==> src/sv/ljpe_pkg.sv <==
package ljpe_pkg;

   localparam int NUM_TYPES = 128;
   localparam int TYPE_W    = 8;
   localparam int TYPE_AW   = (NUM_TYPES > 1) ? $clog2(NUM_TYPES) : 1;

   localparam int RAD_W = 20;
   localparam int DEP_W = 16;
   localparam int SCL_W = 16;
   localparam int D2_W  = 32;
   localparam int FRAC_SCL = 12;

   localparam int SUM_W = RAD_W + 1;
   localparam int RP_W  = SUM_W + SCL_W;
   localparam int R_W   = RP_W - FRAC_SCL;
   localparam int RSQ_W = 2 * R_W;
   localparam int PD_W  = 2 * DEP_W;

   localparam int QUO_W  = RSQ_W;
   localparam int DEN_W  = D2_W;
   localparam int SQ_W   = D2_W + 16;
   localparam int ROOT_W = SQ_W / 2;

   localparam int MAG_W    = 63;
   localparam int ENERGY_W = 48;

   localparam int DIV_LAT  = QUO_W;
   localparam int SQRT_LAT = ROOT_W;
   localparam int MUL_LAT  = 2;

   localparam int REQ_DATA_W = 88;
   localparam int REQ_USER_W = 1;
   localparam int RSP_DATA_W = 48;
   localparam int RSP_USER_W = 2;
   localparam int CSR_IDX_W  = 3;
   localparam int CSR_DATA_W = 16;

   localparam logic [CSR_IDX_W-1:0] CSR_ENERGY_SCALE     = 3'd0;
   localparam logic [CSR_IDX_W-1:0] CSR_RADIUS_SCALE     = 3'd1;
   localparam logic [CSR_IDX_W-1:0] CSR_REPULSION_SCALE  = 3'd2;
   localparam logic [CSR_IDX_W-1:0] CSR_ATTRACTION_SCALE = 3'd3;
   localparam logic [CSR_IDX_W-1:0] CSR_LINEAR_DAMPING   = 3'd4;

   localparam logic [SCL_W-1:0] SCALE_ONE = 16'd4096;

   localparam logic [MAG_W-1:0] MAG_CAP = MAG_W'(1) << (MAG_W - 1);
   localparam logic [MAG_W-1:0] E_POS_MAX = (MAG_W'(1) << (ENERGY_W - 1)) - MAG_W'(1);
   localparam logic [MAG_W-1:0] E_NEG_MAX = MAG_W'(1) << (ENERGY_W - 1);

   typedef struct packed {
      logic             big;
      logic [MAG_W-1:0] v;
   } mag_type;

   typedef enum logic {
      SHIFT_12,
      SHIFT_16
   } shift_type;

   typedef struct packed {
      logic vld;
      logic ev;
      logic tv;
   } side_type;

endpackage

==> src/sv/ljpe_sqrt.sv <==
module ljpe_sqrt (
   input  logic                         clock,
   input  logic                         en,
   input  logic [ljpe_pkg::SQ_W-1:0]    x,
   output logic [ljpe_pkg::ROOT_W-1:0]  root
);
   import ljpe_pkg::*;

   logic [ROOT_W:0]   rem_ff  [ROOT_W];
   logic [ROOT_W-1:0] root_ff [ROOT_W];
   logic [SQ_W-1:0]   xs_ff   [ROOT_W];
   logic [ROOT_W:0]   rem_in  [ROOT_W];
   logic [ROOT_W-1:0] root_in [ROOT_W];
   logic [SQ_W-1:0]   xs_in   [ROOT_W];

   always_comb begin
      logic [ROOT_W:0]   rp;
      logic [ROOT_W-1:0] qp;
      logic [SQ_W-1:0]   xp;
      logic [ROOT_W+2:0] t;
      logic [ROOT_W+2:0] trial;
      logic              ge;
      for (int k = 0; k < ROOT_W; k++) begin
         if (k == 0) begin
            rp = '0;
            qp = '0;
            xp = x;
         end else begin
            rp = rem_ff[k-1];
            qp = root_ff[k-1];
            xp = xs_ff[k-1];
         end
         t     = {rp, xp[SQ_W-1:SQ_W-2]};
         trial = {1'b0, qp, 2'b01};
         ge    = t >= trial;
         rem_in[k]  = ge ? (ROOT_W+1)'(t - trial) : t[ROOT_W:0];
         root_in[k] = {qp[ROOT_W-2:0], ge};
         xs_in[k]   = {xp[SQ_W-3:0], 2'b00};
      end
   end

   always_ff @(posedge clock) begin
      if (en) begin
         for (int k = 0; k < ROOT_W; k++) begin
            rem_ff[k]  <= rem_in[k];
            root_ff[k] <= root_in[k];
            xs_ff[k]   <= xs_in[k];
         end
      end
   end

   assign root = root_ff[ROOT_W-1];

endmodule

==> config.mk <==
export PLATFORM = sky130hd
export DESIGN_NAME = ljpe_sqrt
export DESIGN_NICKNAME = d
export VERILOG_FILES = /design/src/sv/ljpe_pkg.sv /design/src/sv/ljpe_sqrt.sv
export SDC_FILE = /design/constraint.sdc
export NUM_CORES = 2
export LEC_CHECK = 0
export ABC_AREA = 1
export ABC_CLOCK_PERIOD_IN_PS = 3300
export BUFFER_PORTS_ARGS = -buffer_cell sky130_fd_sc_hd__buf_2
export CAP_MARGIN = 10
export CORE_MARGIN = 3
export CORE_UTILIZATION = 29
export DETAILED_ROUTE_END_ITERATION = 7
export PLACE_DENSITY = 0.55
export SLEW_MARGIN = 15
export SYNTH_ARGS = -nofsm -noshare
export SYNTH_HDL_FRONTEND = slang
export SYNTH_SLANG_ARGS = --single-unit
==> constraint.sdc <==
create_clock -name clock -period 3.3 [get_ports clock]
set_input_delay 0.66 -clock clock [delete_from_list [all_inputs] [get_ports clock]]
set_output_delay 0.66 -clock clock [all_outputs]
set_load 0.02 [all_outputs]
==> results.toml <==
[run_status]
status = "complete, no violations"

[global_routing]
grt_use_total = 0.146
grt_pass1_wl_microns = 317000
grt_pass1_vias = 56400
grt_max_degree = 107
grt_overflow = 0
antenna_found_initial = 3

[floorplan]
io_pins = 74
die_h_microns = 522
dieArea_sq_um = 272000
core-area_sq_um = 264000
die_w_microns = 522
rows = 188
initial_core_util = 0.293

[yosys]
synth_compound_area_frac = 0.0341
avgSynthCellArea_sq_um = 8.63
synth_nets = 9316
muxShareOfSynthArea = 0
synth_cells = 8941
ys_types = 55
synth-seq-area-share = 0.543
synthFlopType = "edfxtp_1"
yosysTopAreaCellShare = 0.543
synth_area_leader_cell = "edfxtp_1"
synth-adder-area-share = 0.0527
yosysWarnings = 0
synthTopCellsByArea = "edfxtp_1 (54%), nand2_1 (15%), inv_1 (7.6%), ha_1 (5.3%), nor2_1 (3.6%)"
synthArstFlopShare = 0
ys_ff_latch = 1395
synth_top_family_by_area = "simple AND/OR/NAND/NOR gates"
synth_edf_count = 1395
synth_xor_area_frac = 0.0227
synthSimpleGateAreaFrac = 0.261
syn_area_sq_um = 77200

[pwr]
p_per_area_nw_per_um2 = 585
p_total_uw = 51400
p_leak_uw = 0.0397
vdd_drop_max_mv = 0.533

[setup_path]
rr_endpoint = "rem_ff[0][89]$_DFFE_PP_"
cp-start-kind = "flop"
crit_path_end_kind = "flop"
timing.rr.start = "rem_ff[0][52]$_DFFE_PP_"
reg2reg_depth = 9
cp.required_ns = 3.85
cp_max_fo = 16
critPathKind = "flop to flop"
cp.arrival_ns = 3.31
crit_start = "rem_ff[0][52]$_DFFE_PP_"
r2r_slack_ns = 0.54

[route]
drtIter0Drc = 4150
drt-total-wl_microns = 203000
final_antenna_net_count = 0
post-route-drc-count = 0
vias = 57600
wire_per_inst_microns = 15.8
vias_per_cell = 4.48
dr.pass1.iters = 6

[layout]
postLayoutCoreUtil = 0.333
fin_nets = 9583
fill_cells = 27200
final_area_sq_um = 87800
synthToLayoutAreaGrowth_pct = 13.8
drive_gt1_frac = 0.0564

[timing]
fmax_mhz = 362
worst_pin_slew_ns = 0.794
period_share = 0.837
post-route-min-period_ns = 2.76
drv_slew = 0
fin_skew_ns = 0.0957
rsz0062_at_grt = "false"
setup-tns-final_ns = 0
finalHoldViolCount = 0
max_slew_margin = 0.471
worst_slack_ns = 0.539
setup_viol = 0

[cts]
post_cts.repair.setup_buffers = 0
clk_latency_ns = 0.83
clockBufferDepth = 3
htree_levels = 4
cts_tree = "done"
cts_made_buffers = 161
cts.clk_slew.worst_paths_ns = 0.06
clock_sinks = 1395
cts_root_buffer = "clkbuf_16"

[worst_hold_path]
hold_end = "xs_ff[0][29]$_DFFE_PP_"
hold_path.startpoint = "x[29]"
hold_depth = 1
hold_path.class = "input pin to flop"

[place]
place_ws_ns = 0.547
detailed_place_hpwl_microns = 157000
io_buffer_count = 73
post_dp_cell_area_sq_um = 82100
place.gp.congestion = 0.926

[flow_run]
cap_viol_max_count = 0
==> flip-flops by register name (all words and copies together), names as in the netlist <==
name and count:
xs_ff 552, rem_ff 543, root_ff 300
==> what timing repair did <==
action                                  in CTS  in global routing
endpoints found under the setup margin       0                  0
resized for setup                            0                  0
hold buffers                                45                  0
hold endpoints to repair                    45                  0
==> layout by cell type (no fill, tap or decap), types with 6 or more instances in the layout <==
master / instances
a21oi_1: 296
a21oi_2: 20
and2_1: 16
buf_12: 21
buf_2: 72
buf_4: 66
bufinv_16: 13
clkbuf_1: 27
clkbuf_16: 163
clkinv_1: 40
clkinv_16: 9
clkinv_2: 23
clkinvlp_4: 6
dlygate4sd3_1: 45
edfxtp_1: 1395
ha_1: 325
inv_1: 1556
inv_2: 18
nand2_1: 3180
nand2_2: 10
nand3_1: 480
nand3_2: 9
nand3b_1: 75
nand4_1: 187
nor2_1: 737
nor2_2: 40
nor2_4: 8
nor3_1: 69
nor4_1: 6
o211ai_1: 10
o21ai_0: 123
o21ai_1: 13
o21bai_1: 9
or2_2: 18
xnor2_1: 43
xor2_1: 157
==> layer usage <==
layer  track usage  share of wire  up-vias  wire length (microns)
met5             0       0.000044        -                      9
met3        0.0190          0.041      328                   8270
li1              -              -    29300                      -
met1         0.198           0.47    26800                  94700
met4        0.0438          0.028        2                   5610
met2         0.243           0.46     1198                  94100
==> how the worst max path moves through the flow <==
stage | slack, ns | end
final | 0.54 | rem_ff[0][89]$_DFFE_PP_
after floorplan | 1.24 | rem_ff[0][44]$_DFFE_PP_
after CTS | 0.50 | rem_ff[0][89]$_DFFE_PP_
after detailed placement | 0.55 | rem_ff[0][89]$_DFFE_PP_
after global placement | 0.54 | rem_ff[2][145]$_DFFE_PP_
after global routing | 0.32 | rem_ff[0][75]$_DFFE_PP_
==> synth_stat cells, types with 20 or more instances <==
library cell  number
ha_1             325
buf_6             26
a21oi_1          296
xnor2_1           43
buf_4             43
inv_1           1556
nor3_1            69
nor2_1           737
nand3_1          480
o21ai_0          123
nand4_1          187
nand2_1         3180
a21oi_2           20
edfxtp_1        1395
buf_2             25
nor2_2            40
nand3b_1          75
xor2_1           157
==> per-stage QoR <==
| stage | hold slack (ns) | cells |
|---|---|---|
| floorplan | 0.400 | 8941 |
| global placement | 0.400 | 12500 |
| detailed placement | 0.405 | 12500 |
| CTS | 0.0262 | 12900 |
| global route | 0.0422 | 12900 |
| finish | 0.0896 | 12900 |
==> logic make-up after synthesis <==
logic type | count (synthesis)
adders and majority gates | 325
DFF | 1395
other | 1
xor gates and xnor gates | 200
and+or+nand+nor | 4859
AOI/OAI and AO/OA | 486
buffers and inverters | 1675
==> layout make-up <==
| cell class | instances | area (sq um) | area share |
|---|---|---|---|
| Sequential cell | 1395 | 41900 | 0.477 |
| Multi-Input combinational cell | 5871 | 28600 | 0.326 |
| Inverter | 1575 | 5910 | 0.0673 |
| Tap cell | 3515 | 4400 | 0.0501 |
| Clock buffer | 190 | 4180 | 0.0476 |
| Timing Repair Buffer | 204 | 1730 | 0.0197 |
| Clock inverter | 101 | 1100 | 0.0126 |
| Antenna cell | 1 | 2.50 | 0.0000285 |
==> critical path, cell delays in order, from the launching register on <==
cell	delay, ns
edfxtp_1	0.40
ha_1	0.35
inv_1	0.09
o21ai_0	0.20
a21oi_4	0.32
nand4_2	0.19
nor2_2	0.56
inv_2	0.20
nand2_1	0.11
inv_1	0.05
==> where the power goes <==
| part | internal [uW] | switching, uW |
|---|---|---|
| Combinational | 3440 | 7120 |
| Clock | 10200 | 7500 |
| Sequential | 21800 | 1330 |
| Total | 35400 | 16000 |
No activity file was read; power rests on OpenSTA's default activity.
